===== src/hw/rtl/cht_pkg.sv =====
// Shared constants, types and state codes for the coalesced hash table.
// Used by cht_slots, coalesced_hash_table and its testbench; depends on nothing else.
package cht_pkg;

  // Table geometry; the home slot is key mod TABLE_SIZE, kept a power of two
  localparam int TABLE_SIZE = 8;
  localparam int SLOT_W     = $clog2(TABLE_SIZE);
  localparam int LINK_W     = SLOT_W + 1;
  localparam int STEP_W     = $clog2(TABLE_SIZE + 1);
  localparam int KEY_W      = 31;
  localparam int OUT_SLOT_W = 3;

  // A link at or above TABLE_SIZE marks the end of a chain
  localparam logic [LINK_W-1:0] LINK_NULL = LINK_W'(TABLE_SIZE);

  typedef enum logic [1:0] {
    ST_INSERTED = 2'd0,
    ST_FULL     = 2'd1,
    ST_FOUND    = 2'd2,
    ST_MISSING  = 2'd3
  } status_t;

  typedef enum logic [2:0] {
    S_IDLE,
    S_INS_WALK,
    S_FIND_WALK,
    S_SCAN,
    S_FINISH
  } state_t;

  // Write request into the slot arrays
  typedef struct packed {
    logic              key_we;
    logic [SLOT_W-1:0] key_addr;
    logic [KEY_W-1:0]  key_val;
    logic              link_we;
    logic [SLOT_W-1:0] link_addr;
    logic [SLOT_W-1:0] link_val;
  } cht_wr_t;

  // Read view of the slot arrays
  typedef struct packed {
    logic                  used;
    logic [KEY_W-1:0]      key;
    logic                  link_null;
    logic [SLOT_W-1:0]     link_next;
    logic                  fp_used;
    logic [TABLE_SIZE-1:0] used_vec;
  } cht_rd_t;

endpackage


===== src/hw/rtl/cht_slots.sv =====
// Slot storage of the hash table: keys, used bits and chain links.
// Depends on cht_pkg for geometry and the read/write structs.
module cht_slots
  import cht_pkg::*;
(
  input  logic              clk,
  input  logic              rst_n,
  input  cht_wr_t           wr,
  input  logic [SLOT_W-1:0] rd_addr,
  input  logic [SLOT_W-1:0] fp_addr,
  output cht_rd_t           rd
);

  logic [KEY_W-1:0]      key_r  [TABLE_SIZE];
  logic [LINK_W-1:0]     link_r [TABLE_SIZE];
  logic [TABLE_SIZE-1:0] used_r;
  logic [LINK_W-1:0]     link_sel;

  // Store keys; no reset, a key is read only from a used slot
  always_ff @(posedge clk) begin
    if (wr.key_we) begin
      key_r[wr.key_addr] <= wr.key_val;
    end
  end

  // Mark slots used and update chain links
  always_ff @(posedge clk) begin
    if (!rst_n) begin
      used_r <= '0;
      for (int i = 0; i < TABLE_SIZE; i++) begin
        link_r[i] <= LINK_NULL;
      end
    end else begin
      if (wr.key_we) begin
        used_r[wr.key_addr] <= 1'b1;
      end
      if (wr.link_we) begin
        link_r[wr.link_addr] <= {1'b0, wr.link_val};
      end
    end
  end

  // Read one slot at the walk address, the used bit at the free pointer and all used bits
  always_comb begin
    link_sel     = link_r[rd_addr];
    rd.used      = used_r[rd_addr];
    rd.key       = key_r[rd_addr];
    rd.link_null = (link_sel >= LINK_NULL);
    rd.link_next = link_sel[SLOT_W-1:0];
    rd.fp_used   = used_r[fp_addr];
    rd.used_vec  = used_r;
  end

endmodule


===== src/hw/rtl/coalesced_hash_table.sv =====
// Top level of the coalesced hash table: request sequencer and result register.
// Depends on cht_pkg and cht_slots.
//
//   channel | ports                        | direction
//   in      | in_valid in_stall in_req_type in_key | request item in
//   out     | out_valid out_stall out_status out_slot | result item out
//
// An item holds the block from its accept to the next accept: each chain step
// goes through the walk read port and compare, an insert then writes the link,
// and then the free pointer scans down past used slots step by step.
// A full-table insert skips the walk and scan; a home-slot hit ends the walk at once.
// Reset clears used bits and links directly; no clearing pass.
// A stalled result is held in the output register; the next item is taken
// meanwhile and waits at its last step until the register frees.
module coalesced_hash_table
  import cht_pkg::*;
(
  input  logic                  clk,
  input  logic                  rst_n,
  input  logic                  in_valid,
  output logic                  in_stall,
  input  logic                  in_req_type,
  input  logic [KEY_W-1:0]      in_key,
  output logic                  out_valid,
  input  logic                  out_stall,
  output logic [1:0]            out_status,
  output logic [OUT_SLOT_W-1:0] out_slot
);

  state_t                state_r, state_nxt;
  logic [KEY_W-1:0]      key_r, key_nxt;
  logic [SLOT_W-1:0]     cur_r, cur_nxt;
  logic [SLOT_W-1:0]     dest_r, dest_nxt;
  logic [STEP_W-1:0]     steps_r, steps_nxt;
  logic [SLOT_W-1:0]     fp_r, fp_nxt;
  logic                  exhausted_r, exhausted_nxt;
  status_t               res_status_r, res_status_nxt;
  logic [SLOT_W-1:0]     res_slot_r, res_slot_nxt;
  logic                  out_valid_r, out_valid_nxt;
  status_t               out_status_r, out_status_nxt;
  logic [OUT_SLOT_W-1:0] out_slot_r, out_slot_nxt;

  logic [SLOT_W-1:0]     home_in;
  logic [SLOT_W-1:0]     rd_addr;
  logic                  accept;
  cht_wr_t               wr;
  cht_rd_t               rd;

  cht_slots u_slots (
    .clk     (clk),
    .rst_n   (rst_n),
    .wr      (wr),
    .rd_addr (rd_addr),
    .fp_addr (fp_r),
    .rd      (rd)
  );

  assign home_in  = SLOT_W'(in_key % TABLE_SIZE);
  assign in_stall = (state_r != S_IDLE);
  assign accept   = in_valid && !in_stall;
  assign rd_addr  = (state_r == S_IDLE) ? home_in : cur_r;

  assign out_valid  = out_valid_r;
  assign out_status = out_status_r;
  assign out_slot   = out_slot_r;

  // Hold sequencer and result registers
  always_ff @(posedge clk) begin
    if (!rst_n) begin
      state_r     <= S_IDLE;
      fp_r        <= SLOT_W'(TABLE_SIZE - 1);
      exhausted_r <= 1'b0;
      out_valid_r <= 1'b0;
      steps_r     <= '0;
    end else begin
      state_r     <= state_nxt;
      fp_r        <= fp_nxt;
      exhausted_r <= exhausted_nxt;
      out_valid_r <= out_valid_nxt;
      steps_r     <= steps_nxt;
    end
  end

  // Payload registers need no reset
  always_ff @(posedge clk) begin
    key_r        <= key_nxt;
    cur_r        <= cur_nxt;
    dest_r       <= dest_nxt;
    res_status_r <= res_status_nxt;
    res_slot_r   <= res_slot_nxt;
    out_status_r <= out_status_nxt;
    out_slot_r   <= out_slot_nxt;
  end

  // Sequence one request: walk the chain, update links, scan the free pointer
  always_comb begin
    state_nxt      = state_r;
    key_nxt        = key_r;
    cur_nxt        = cur_r;
    dest_nxt       = dest_r;
    steps_nxt      = steps_r;
    fp_nxt         = fp_r;
    exhausted_nxt  = exhausted_r;
    res_status_nxt = res_status_r;
    res_slot_nxt   = res_slot_r;
    out_valid_nxt  = out_valid_r && out_stall;
    out_status_nxt = out_status_r;
    out_slot_nxt   = out_slot_r;
    wr             = '0;

    unique case (state_r)
      S_IDLE: begin
        if (accept) begin
          key_nxt   = in_key;
          cur_nxt   = home_in;
          steps_nxt = '0;
          if (in_req_type) begin
            state_nxt = S_FIND_WALK;
          end else if (exhausted_r) begin
            res_status_nxt = ST_FULL;
            res_slot_nxt   = '0;
            state_nxt      = S_FINISH;
          end else if (!rd.used) begin
            // Empty home slot takes the key directly
            wr.key_we   = 1'b1;
            wr.key_addr = home_in;
            wr.key_val  = in_key;
            dest_nxt    = home_in;
            state_nxt   = S_SCAN;
          end else begin
            dest_nxt  = fp_r;
            state_nxt = S_INS_WALK;
          end
        end
      end

      S_INS_WALK: begin
        if (steps_r < STEP_W'(TABLE_SIZE) && !rd.link_null) begin
          cur_nxt   = rd.link_next;
          steps_nxt = steps_r + STEP_W'(1);
        end else begin
          // Link the chain tail to the free slot and store the key there
          wr.link_we   = 1'b1;
          wr.link_addr = cur_r;
          wr.link_val  = dest_r;
          wr.key_we    = 1'b1;
          wr.key_addr  = dest_r;
          wr.key_val   = key_r;
          state_nxt    = S_SCAN;
        end
      end

      S_FIND_WALK: begin
        if (steps_r >= STEP_W'(TABLE_SIZE)) begin
          res_status_nxt = ST_MISSING;
          res_slot_nxt   = '0;
          state_nxt      = S_FINISH;
        end else if (rd.used && rd.key == key_r) begin
          res_status_nxt = ST_FOUND;
          res_slot_nxt   = cur_r;
          state_nxt      = S_FINISH;
        end else if (rd.link_null) begin
          res_status_nxt = ST_MISSING;
          res_slot_nxt   = '0;
          state_nxt      = S_FINISH;
        end else begin
          cur_nxt   = rd.link_next;
          steps_nxt = steps_r + STEP_W'(1);
        end
      end

      S_SCAN: begin
        // Step the free pointer down past used slots
        if (!exhausted_r && rd.fp_used) begin
          if (fp_r == '0) begin
            exhausted_nxt = 1'b1;
          end else begin
            fp_nxt = fp_r - SLOT_W'(1);
          end
        end else begin
          res_status_nxt = ST_INSERTED;
          res_slot_nxt   = dest_r;
          state_nxt      = S_FINISH;
        end
      end

      S_FINISH: begin
        // Load the output register once it is free
        if (!out_valid_r || !out_stall) begin
          out_valid_nxt  = 1'b1;
          out_status_nxt = res_status_r;
          out_slot_nxt   = OUT_SLOT_W'(res_slot_r);
          state_nxt      = S_IDLE;
        end
      end

      default: begin
        state_nxt = S_IDLE;
      end
    endcase
  end

  // A table marked full has every slot used
  a_full_means_used: assert property (@(posedge clk) disable iff (!rst_n)
    exhausted_r |-> (&rd.used_vec))
    else $error("free pointer exhausted with an empty slot");

  // A dropped insert is reported only on a full table
  a_drop_only_full: assert property (@(posedge clk) disable iff (!rst_n)
    (state_r == S_FINISH && res_status_r == ST_FULL) |-> exhausted_r)
    else $error("insert dropped while slots remain");

  // Chain walks never exceed the step bound
  a_step_bound: assert property (@(posedge clk) disable iff (!rst_n)
    steps_r <= STEP_W'(TABLE_SIZE))
    else $error("chain walk ran past its bound");

  // A found result names a used slot holding the key
  a_found_used: assert property (@(posedge clk) disable iff (!rst_n)
    (state_r == S_FIND_WALK && state_nxt == S_FINISH && res_status_nxt == ST_FOUND)
      |-> (rd.used && rd.key == key_r))
    else $error("find reported a slot that does not hold the key");

endmodule


===== config.mk =====
export PLATFORM = sky130hd
export DESIGN_NAME = coalesced_hash_table
export DESIGN_NICKNAME = d
export VERILOG_FILES = /design/src/hw/rtl/cht_pkg.sv /design/src/hw/rtl/cht_slots.sv /design/src/hw/rtl/coalesced_hash_table.sv
export SDC_FILE = /design/constraint.sdc
export NUM_CORES = 1
export LEC_CHECK = 0
export BUFFER_PORTS_ARGS = -buffer_cell sky130_fd_sc_hd__buf_2
export CAP_MARGIN = 20
export CORE_MARGIN = 4
export CORE_UTILIZATION = 65
export CTS_CLUSTER_DIAMETER = 100
export CTS_CLUSTER_SIZE = 8
export DETAILED_ROUTE_END_ITERATION = 12
export GPL_TIMING_DRIVEN = 0
export PLACE_DENSITY = 0.83
export SLEW_MARGIN = 20
export SYNTH_ARGS = -nofsm -noshare
export SYNTH_HDL_FRONTEND = slang
export SYNTH_SLANG_ARGS = --single-unit

===== constraint.sdc =====
create_clock -name clk -period 8 [get_ports clk]
set_input_delay 1.6 -clock clk [delete_from_list [all_inputs] [get_ports clk]]
set_output_delay 1.6 -clock clk [all_outputs]
set_load 0.05 [all_outputs]

==> results.py, run 1 <==
metrics = {
    "run_status": {
        "status": "completed",
    },
    "placed_design": {
        "dp_hpwl_um": 29700,
        "place_inst": 1515,
        "io_buffers": 41,
        "gp_congestion": 0.9179,
        "placed_area_mm2": 0.01704,
    },
    "timing": {
        "finalHoldViolations": 0,
        "fin_crit_ns": 5.909,
        "max_clock_freq_ghz": 0.1692,
        "setup_tns_ns": 0,
        "rsz0062_at_grt": "false",
        "worst_pin_slew_ns": 1.124,
        "final.setup_skew_ns": 0.02537,
        "maxSlewHeadroom_pct": 25.07,
        "setup_viol": 0,
        "whs_ns": 0.4180,
        "fin_crit_sh_pct": 73.87,
        "drv_slew": 0,
    },
    "drt": {
        "ant_nets": 0,
        "drc": 0,
        "wirelength_um": 47360,
        "via_count": 11704,
        "drt_iter0_markers": 1886,
        "routed_via_density": 7.366,
        "first_pass_iters": 6,
        "post_drt_wl_per_cell_um": 29.80,
    },
    "critical_path": {
        "crit_type": "input pin to flop",
        "path_max_fanout": 17,
        "timing.rr.end": "u_slots.key_r[4][25]",
        "reg2reg_depth": 13,
        "reg2reg_slack_ns": 2.93,
        "crit_start": "in_key[0]",
        "crit_end": "u_slots.key_r[4][25]",
        "crit_arrival_ns": 6.14,
        "r2r_start": "state_r[1]",
        "critPathRequiredTime_ns": 8.23,
        "cp-start-kind": "input pin",
        "cp-end-kind": "flop",
    },
    "layout": {
        "fin_nets": 1282,
        "drive_gt1_share_pct": 19.86,
        "instances_no_fill": 1589,
        "final_cell_area_mm2": 0.01841,
        "areaGrowthSynthToFinish_pct": 14.31,
    },
    "job": {
        "drv_cap": 0,
    },
    "synth": {
        "ys_ff_latch": 347,
        "syn-num-nets": 1178,
        "yosysMostFrequentCell": "edfxtp_1",
        "synth_top_area_share_pct": 59.46,
        "ys_top_cells_by_area": "edfxtp_1 59%, mux4_2 7.4%, dfxtp_1 3.5%, mux2i_1 2.8%, nand2_1 2.5%",
        "ys_warn_count": 0,
        "syn_avg_cell_area_um2": 14.16,
        "synthFlopType": "edfxtp_1",
        "ys_seq_area_share_pct": 62.94,
        "synth_top_area_cell": "edfxtp_1",
        "synth_edf_count": 319,
        "synth_common_cells": "319 x edfxtp_1, 107 x nand2_1, 57 x nor2_1",
        "yosysUniqueCellTypes": 74,
        "syn_inst": 1138,
        "async_flop_share_pct": 0,
        "syn-cell-area_mm2": 0.01611,
    },
    "power": {
        "p_comb_share_pct": 39.9,
        "peakVddDrop_mv": 0.2412,
        "internal_power_mw": 4.513,
        "p_seq_share_pct": 34.4,
        "p_switching_mw": 2.811,
        "p_per_area_mw_per_mm2": 397.8,
        "p_sw_share_pct": 38.38,
        "power.total_mw": 7.325,
        "power_leakage_nw": 6.245,
        "pwr-share-clk_pct": 25.6,
    },
    "clocking": {
        "clkTransAtPathRegs_ns": 0.05,
        "clock_path_buffers": 3,
        "cts_buffers": 49,
        "cts_root_buf": "clkbuf_16",
        "clock_latency_ns": 0.56,
        "postCtsSetupRepairBufs": 0,
        "post_cts_resized": 0,
        "cts_htree_levels": 2,
        "hold_buffers": 0,
        "cts.sinks": 347,
        "cts_tree": "built",
    },
    "floorplan": {
        "io_pins": 43,
        "start_util_pct": 66.24,
        "rows": 57,
        "core_mm2": 0.02432,
        "dieArea_mm2": 0.02737,
        "die_x_um": 165.4,
        "die_y_um": 165.4,
    },
    "global_route": {
        "grt_use_total_pct": 35.01,
        "first_global_vias": 11664,
        "grt_start_max_net_pins": 23,
        "grt_first_pass_wirelength_um": 69660,
        "grt-ovfl-total": 0,
        "antenna_found_initial": 0,
    },
    "min_path": {
        "hp-class": "flop to flop",
    },
}
sequential cells by signal, indices dropped and copies added, names as in the netlist, 3 cells and up:
name            count
dest_r              3
u_slots.key_r     248
state_r             3
u_slots.used_r      8
u_slots.link_r     32
cur_r               3
out_slot            3
fp_r                3
res_slot_r          3
key_r              31
steps_r             4
worst min-delay path by stage:
stage / slack, ns / end / startpoint / cells past startpoint
2_1_floorplan: 0.40 / out_slot[0] / res_slot_r[0] / 0
3_3_place_gp: 0.40 / out_status[1] / res_status_r[1] / 0
3_5_place_dp: 0.41 / out_status[0] / res_status_r[0] / 0
4_1_cts: 0.42 / out_status[0] / res_status_r[0] / 0
5_1_grt: 0.44 / out_status[0] / res_status_r[0] / 0
6_report: 0.42 / out_status[0] / res_status_r[0] / 0
final cells by class:
cell class,instances,area [um2]
flip-flops and latches,347,10140
repair buffers,53,462.9
clock inverters,2,16.27
multi-input cells,700,5623
fillers,1377,5906
inverters,11,41.29
clock buffers,71,1351
plain buffers,80,371.6
diodes,1,2.502
well taps,324,405.4
kinds of logic (layout without fill, tap and decap cells):
kind of cell,Yosys count,count (layout),synth area share [%]
AND/OR/NAND/NOR,292,292,9.017
other,0,1,0
buffers and inverters,91,217,2.563
AO/OA/AOI/OAI,259,259,11.88
XOR/XNOR,25,25,1.359
adder cells (fa/ha/maj),4,4,0.3107
multiplexers,120,120,11.93
flip-flops,347,347,62.94
worst max-delay path: stages:
cell and delay [ns]:
buf_2 0.13, buf_2 0.19, or4b_1 0.18, clkbuf_1 0.53
nand2_2 0.32, buf_2 0.32, a221oi_1 0.27, a21oi_1 0.24
and2_1 0.24, buf_2 0.17, a22oi_1 0.79, nand2_1 0.22
nor2_4 0.63, buf_12 0.28
power groups by stage:
stage	logic (mW)	clock network (mW)	registers, mW
floorplan	1.82	0	2.51
global placement	2.61	0	2.54
detailed placement	2.76	0	2.54
CTS	2.81	1.87	2.51
global route	3.02	1.96	2.54
finish	2.93	1.88	2.52
placed cells by master, fill, tap and decap left out, drive strengths merged, types with 4 or more instances in the layout:
cell / instances
and3: 13
mux4: 55
nand4: 4
mux2i: 45
nor2b: 14
a32oi: 10
nor3: 6
o21ai: 46
nand3: 48
a221oi: 7
o21a: 12
a211oi: 30
o22ai: 5
clkbuf: 101
buf: 103
nand2: 111
o211ai: 12
nor4b: 5
inv: 12
nor2: 57
xor2: 10
a211o: 4
a22o: 39
mux2: 20
or4b: 4
nor4: 4
a22oi: 13
or2: 4
a31oi: 7
ha: 4
dfxtp: 28
a2111oi: 14
a21oi: 37
xnor2: 15
nand2b: 4
edfxtp: 319
metrics by stage:
stage | utilization, % | setup slack (ns)
floorplan | - | 2.259
finish | 75.72 | 2.091
detailed placement | 70.08 | 1.718
CTS | 75.71 | 2.260
global route | 75.71 | 2.038
global placement | 68.75 | -0.4899
layer usage:
metal | vias to the layer above | GRT usage (%) | part of all wire, %
li1 | 4729 | - | -
met5 | - | 0 | 0
met4 | 0 | 19.91 | 6.6
met3 | 263 | 10.13 | 13
met2 | 1070 | 54.99 | 47
met1 | 5642 | 44.02 | 34
(Power assumes the default switching activity.)
==> run 2, diff against run 1 <==
- ABC_AREA: unset -> 1
- CORE_UTILIZATION: 65 -> 62
- PLACE_DENSITY: 0.83 -> 0.79
- clock period: 8 -> 5.52 ns (I/O delays scaled with it)
==> results.py, run 2 <==
metrics = {
    "floorplan": {
        "start_util_pct": 63.56,
        "rows": 56,
        "core_mm2": 0.02368,
        "dieArea_mm2": 0.02683,
        "io_pins": 43,
        "die_x_um": 163.8,
        "die_y_um": 163.8,
    },
    "clocking": {
        "cts_buffers": 49,
        "clkTransAtPathRegs_ns": 0.05,
        "cts_tree": "built",
        "post_cts_resized": 0,
        "clock_path_buffers": 3,
        "postCtsSetupRepairBufs": 0,
        "cts_root_buf": "clkbuf_16",
        "hold_buffers": 0,
        "cts_htree_levels": 2,
        "cts.sinks": 347,
        "clock_latency_ns": 0.54,
    },
    "critical_path": {
        "crit_type": "input pin to flop",
        "reg2reg_depth": 13,
        "cp-end-kind": "flop",
        "crit_arrival_ns": 4.66,
        "cp-start-kind": "input pin",
        "path_max_fanout": 19,
        "timing.rr.end": "u_slots.key_r[6][7]",
        "r2r_start": "state_r[1]",
        "critPathRequiredTime_ns": 5.75,
        "reg2reg_slack_ns": 1.40,
    },
    "synth": {
        "ys_warn_count": 0,
        "ys_top_cells_by_area": "edfxtp_1 64%, nand3_1 10%, nand2_1 9.3%, dfxtp_1 3.7%, inv_1 2.7%",
        "async_flop_share_pct": 0,
        "synthFlopType": "edfxtp_1",
        "ys_seq_area_share_pct": 67.36,
        "synth_edf_count": 319,
        "synth_top_area_share_pct": 63.64,
        "ys_ff_latch": 347,
        "yosysMostFrequentCell": "nand2_1",
        "syn_inst": 1440,
        "synth_top_area_cell": "edfxtp_1",
        "yosysUniqueCellTypes": 32,
        "synth_common_cells": "374 x nand2_1, 319 x edfxtp_1, 312 x nand3_1",
        "syn_avg_cell_area_um2": 10.45,
        "syn-cell-area_mm2": 0.01505,
        "syn-num-nets": 1480,
    },
    "layout": {
        "regMostFlops": "u_slots.key_r",
        "instances_no_fill": 1880,
        "layout_commonest_cell": "nand2_1",
        "largest_reg_flops": 248,
        "final_cell_area_mm2": 0.01721,
        "insertedDiodeCount": 0,
        "fin_nets": 1582,
        "final_cell_mix": "374 x nand2_1, 319 x edfxtp_1, 312 x nand3_1",
        "largestRegisters": "u_slots.key_r: 248 flops, u_slots.link_r: 32 flops, key_r: 31 flops",
        "areaGrowthSynthToFinish_pct": 14.31,
        "drive_gt1_share_pct": 11.47,
        "filler_cell_count": 1587,
    },
    "timing": {
        "drv_slew": 0,
        "max_clock_freq_ghz": 0.2259,
        "final.setup_skew_ns": 0.01143,
        "fin_crit_ns": 4.427,
        "worst_pin_slew_ns": 1.008,
        "fin_crit_sh_pct": 80.20,
        "rsz0062_at_grt": "false",
        "maxSlewHeadroom_pct": 32.77,
        "finalHoldViolations": 0,
        "setup_viol": 0,
        "setup_tns_ns": 0,
    },
    "global_route": {
        "grt-ovfl-total": 0,
        "grt_use_total_pct": 31.75,
        "grt_first_pass_wirelength_um": 63850,
        "first_global_vias": 11680,
        "grt_start_max_net_pins": 27,
        "antenna_found_initial": 0,
    },
    "power": {
        "peakVddDrop_mv": 0.5688,
        "power_leakage_nw": 6.800,
        "power.total_mw": 11.05,
        "p_per_area_mw_per_mm2": 642.5,
    },
    "placed_design": {
        "gp_congestion": 0.9032,
        "dp_hpwl_um": 26040,
        "io_buffers": 42,
        "place_inst": 1810,
        "placed_area_mm2": 0.01586,
    },
    "min_path": {
        "min_from": "res_slot_r[2]",
        "hp-class": "flop to flop",
        "holdPathEnd": "out_slot[2]",
        "min_path_cells": 0,
    },
    "drt": {
        "wirelength_um": 41930,
        "via_count": 11738,
        "drt_iter0_markers": 1595,
        "routed_via_density": 6.244,
        "post_drt_wl_per_cell_um": 22.31,
        "ant_nets": 0,
        "drc": 0,
        "first_pass_iters": 5,
    },
    "run_status": {
        "status": "completed",
    },
    "job": {
        "drv_cap": 0,
    },
}
[run 2: layout make-up]
| class | count | area (um2) | share of cell area [%] |
|---|---|---|---|
| buffer | 68 | 365.4 | 2.123 |
| clock buffer | 68 | 1319 | 7.664 |
| clock inverter | 2 | 23.77 | 0.1382 |
| inverter | 115 | 431.7 | 2.509 |
| multi-input combinational | 910 | 4130 | 24.00 |
| sequential | 347 | 10140 | 58.93 |
| tap | 319 | 399.1 | 2.320 |
| timing repair buffer | 51 | 397.9 | 2.312 |
[run 2: how the worst max path moves through the flow]
stage | to | slack [ns] | cells past startpoint | from
6_report | u_slots.key_r[6][7] | 1.09 | 14 | in_key[0]
5_1_grt | u_slots.key_r[7][13] | 1.01 | 14 | in_key[0]
3_5_place_dp | u_slots.key_r[6][17] | 0.76 | 14 | in_key[0]
3_3_place_gp | u_slots.key_r[6][13] | -1.24 | 13 | in_key[0]
2_1_floorplan | u_slots.key_r[7][0] | 1.22 | 12 | in_key[0]
4_1_cts | u_slots.key_r[6][7] | 1.25 | 14 | in_key[0]
[run 2: metal layers]
layer	part of all wire (%)	routed length [um]	up-vias	track usage, %
li1	-	-	5174	-
met1	36	15120	5511	40.85
met2	47	19840	877	51.24
met3	12	5052	176	7.051
met4	4.6	1922	0	16.16
met5	0	0	-	0
[run 2: power breakdown]
| group | switching, mW | internal (mW) | leakage (nW) |
|---|---|---|---|
| Combinational | 3.46 | 1.23 | 2.75 |
| Sequential | 0.126 | 3.57 | 3.41 |
| Clock | 1.04 | 1.63 | 0.644 |
[run 2: worst max-delay path: stages]
cell	delay [ns]
buf_2	0.14
inv_1	0.19
nand3_1	0.24
nand2_2	0.27
buf_2	0.35
nand2_1	0.09
nand3_1	0.08
nand3_1	0.08
nand2_2	0.32
nand2_1	0.35
o21ai_1	0.41
nand2_1	0.21
nor2_4	0.54
buf_12	0.27
[run 2: logic make-up (layout without fill, tap and decap cells)]
| kind of cell | Yosys count | in the layout | share of synthesized area, % |
|---|---|---|---|
| compound gates | 108 | 108 | 4.131 |
| xor+xnor | 1 | 1 | 0.05820 |
| fa+ha+maj | 4 | 4 | 0.3325 |
| buf+inv | 183 | 304 | 5.295 |
| flops | 347 | 347 | 67.36 |
| simple gates | 797 | 797 | 22.82 |
[run 2: per-stage QoR]
step	util (%)	hold slack [ns]	setup WS, ns
after floorplan	-	0.4003	1.221
after global placement	66.13	0.4014	-1.239
after detailed placement	66.99	0.4045	0.7576
after CTS	72.65	0.4015	1.254
after global routing	72.65	0.4307	1.014
final	72.65	0.4110	1.093
==> run 3, diff against run 2 <==
- CORE_UTILIZATION: 62 -> 56
- PLACE_DENSITY: 0.79 -> 0.76
- clock period: 5.52 -> 3.7 ns (I/O delays scaled with it)
==> results.py, run 3 (synthesis gave the netlist of run 2 again) <==
metrics = {
    "layout": {
        "regMostFlops": "u_slots.key_r",
        "final_cell_mix": "373 x nand2_1, 319 x edfxtp_1, 311 x nand3_1",
        "instances_no_fill": 1909,
        "largestRegisters": "u_slots.key_r: 248 flops, u_slots.link_r: 32 flops, key_r: 31 flops",
        "insertedDiodeCount": 0,
        "drive_gt1_share_pct": 12.71,
        "largest_reg_flops": 248,
        "fin_nets": 1594,
        "layout_commonest_cell": "nand2_1",
        "areaGrowthSynthToFinish_pct": 15.86,
    },
    "global_route": {
        "grt_start_max_net_pins": 27,
        "grt_use_total_pct": 29.08,
        "antenna_found_initial": 0,
        "first_global_vias": 11386,
        "grt-ovfl-total": 0,
        "grt_first_pass_wirelength_um": 64630,
    },
    "drt": {
        "wirelength_um": 43670,
        "drt_iter0_markers": 1732,
        "first_pass_iters": 6,
        "routed_via_density": 6.106,
        "via_count": 11656,
        "drc": 0,
        "ant_nets": 0,
        "post_drt_wl_per_cell_um": 22.88,
    },
    "timing": {
        "max_clock_freq_ghz": 0.2738,
        "maxSlewHeadroom_pct": 34.87,
        "fin_crit_sh_pct": 98.70,
        "worst_pin_slew_ns": 0.9667,
        "setup_viol": 0,
        "drv_slew": 0,
        "whs_ns": 0.3819,
        "finalHoldViolations": 0,
        "fin_crit_ns": 3.652,
        "worst_slack_ns": 0.04816,
        "final.setup_skew_ns": 0.01789,
    },
    "job": {
        "drv_cap": 0,
    },
    "min_path": {
        "hp-class": "input pin to flop",
        "min_path_cells": 1,
    },
    "critical_path": {
        "cp-end-kind": "flop",
        "cp-start-kind": "flop",
        "path_max_fanout": 20,
        "crit_arrival_ns": 3.89,
        "critPathRequiredTime_ns": 3.94,
        "crit_type": "flop to flop",
        "reg2reg_depth": 16,
    },
    "placed_design": {
        "dp_hpwl_um": 27220,
        "place_inst": 1827,
        "place_ws_ns": -0.7513,
        "gp_congestion": 0.9212,
        "io_buffers": 42,
    },
    "floorplan": {
        "core_mm2": 0.02628,
        "die_x_um": 171.9,
        "dieArea_mm2": 0.02957,
        "rows": 59,
        "io_pins": 43,
        "start_util_pct": 57.27,
        "die_y_um": 171.9,
    },
    "power": {
        "p_seq_share_pct": 33.0,
        "p_per_area_mw_per_mm2": 960.0,
        "internal_power_mw": 9.657,
        "peakVddDrop_mv": 0.5772,
        "pwr-share-clk_pct": 23.8,
        "p_switching_mw": 7.085,
        "p_comb_share_pct": 43.3,
        "power_leakage_nw": 6.891,
        "p_sw_share_pct": 42.32,
    },
    "clocking": {
        "cts_root_buf": "clkbuf_16",
        "cts_buffers": 49,
        "clock_path_buffers": 3,
        "clock_latency_ns": 0.56,
        "cts_tree": "built",
        "cts.sinks": 347,
        "clkTransAtPathRegs_ns": 0.05,
        "cts_htree_levels": 2,
    },
    "run_status": {
        "status": "completed",
    },
}
run 3: what timing repair did:
action	CTS	global route
buffers inserted	6	4
hold buffers	0	0
endpoints found under the setup margin	163	481
pin swaps	3	1
resized for setup	6	21
run 3: path summary, 6_finish.rpt:
check	startpoint	endpoint	slack [ns]
worst min-delay path	in_key[30]	key_r[30]	0.38
worst max-delay path	state_r[2]	u_slots.key_r[0][25]	0.05
worst max register to register	state_r[2]	u_slots.key_r[0][25]	0.05
worst min register to register	res_slot_r[1]	out_slot[1]	0.41
run 3: metrics by stage:
step / utilization (%) / setup TNS [ns] / area (um2) / total power, mW
finish: 66.36 / 0 / 17440 / 16.74
floorplan: - / -14.66 / 15050 / 9.868
detailed placement: 60.57 / -197.58 / 15920 / 12.36
global route: 66.36 / -2.943 / 17440 / 17.44
CTS: 65.92 / 0 / 17320 / 16.38
global placement: 59.67 / -482.65 / 15680 / 12.04
run 3: cell type report:
type | count | area, um2
clock inverter | 4 | 45.04
inverter | 115 | 451.7
buffer | 68 | 377.9
multi-input combinational | 910 | 4168
clock buffer | 67 | 1294
fill | 1915 | 8841
sequential | 347 | 10140
timing repair buffer | 63 | 544.3
tap | 335 | 419.2
run 3: power groups by stage:
stage                     clock network, mW  logic (mW)  registers [mW]
after floorplan                           0        4.31            5.56
after global placement                    0        6.45            5.59
after detailed placement                  0        6.78            5.58
after CTS                              3.98        6.88            5.51
after global routing                   4.16        7.72            5.56
final                                  3.98        7.24            5.52
run 3: critical path, cell delays in order (launching register included):
cell and delay, ns:
dfxtp_1 0.36, nor2_4 0.21, nand2_1 0.11, buf_6 0.17, o21ai_4 0.29, buf_6 0.23, o211ai_1 0.11, nand3_1 0.12
nand3_2 0.15, nand2_4 0.18, inv_2 0.08, nand2_2 0.22, o21ai_2 0.16, inv_1 0.19, nand3_1 0.24, inv_6 0.25
buf_12 0.24
run 3: metal layers:
layer / routed length, um / vias up / track usage [%]
met5: 0 / - / 0
met4: 1948 / 0 / 12.44
met3: 5443 / 169 / 7.476
met2: 20140 / 801 / 45.37
met1: 16150 / 5485 / 39.19
li1: - / 5201 / -
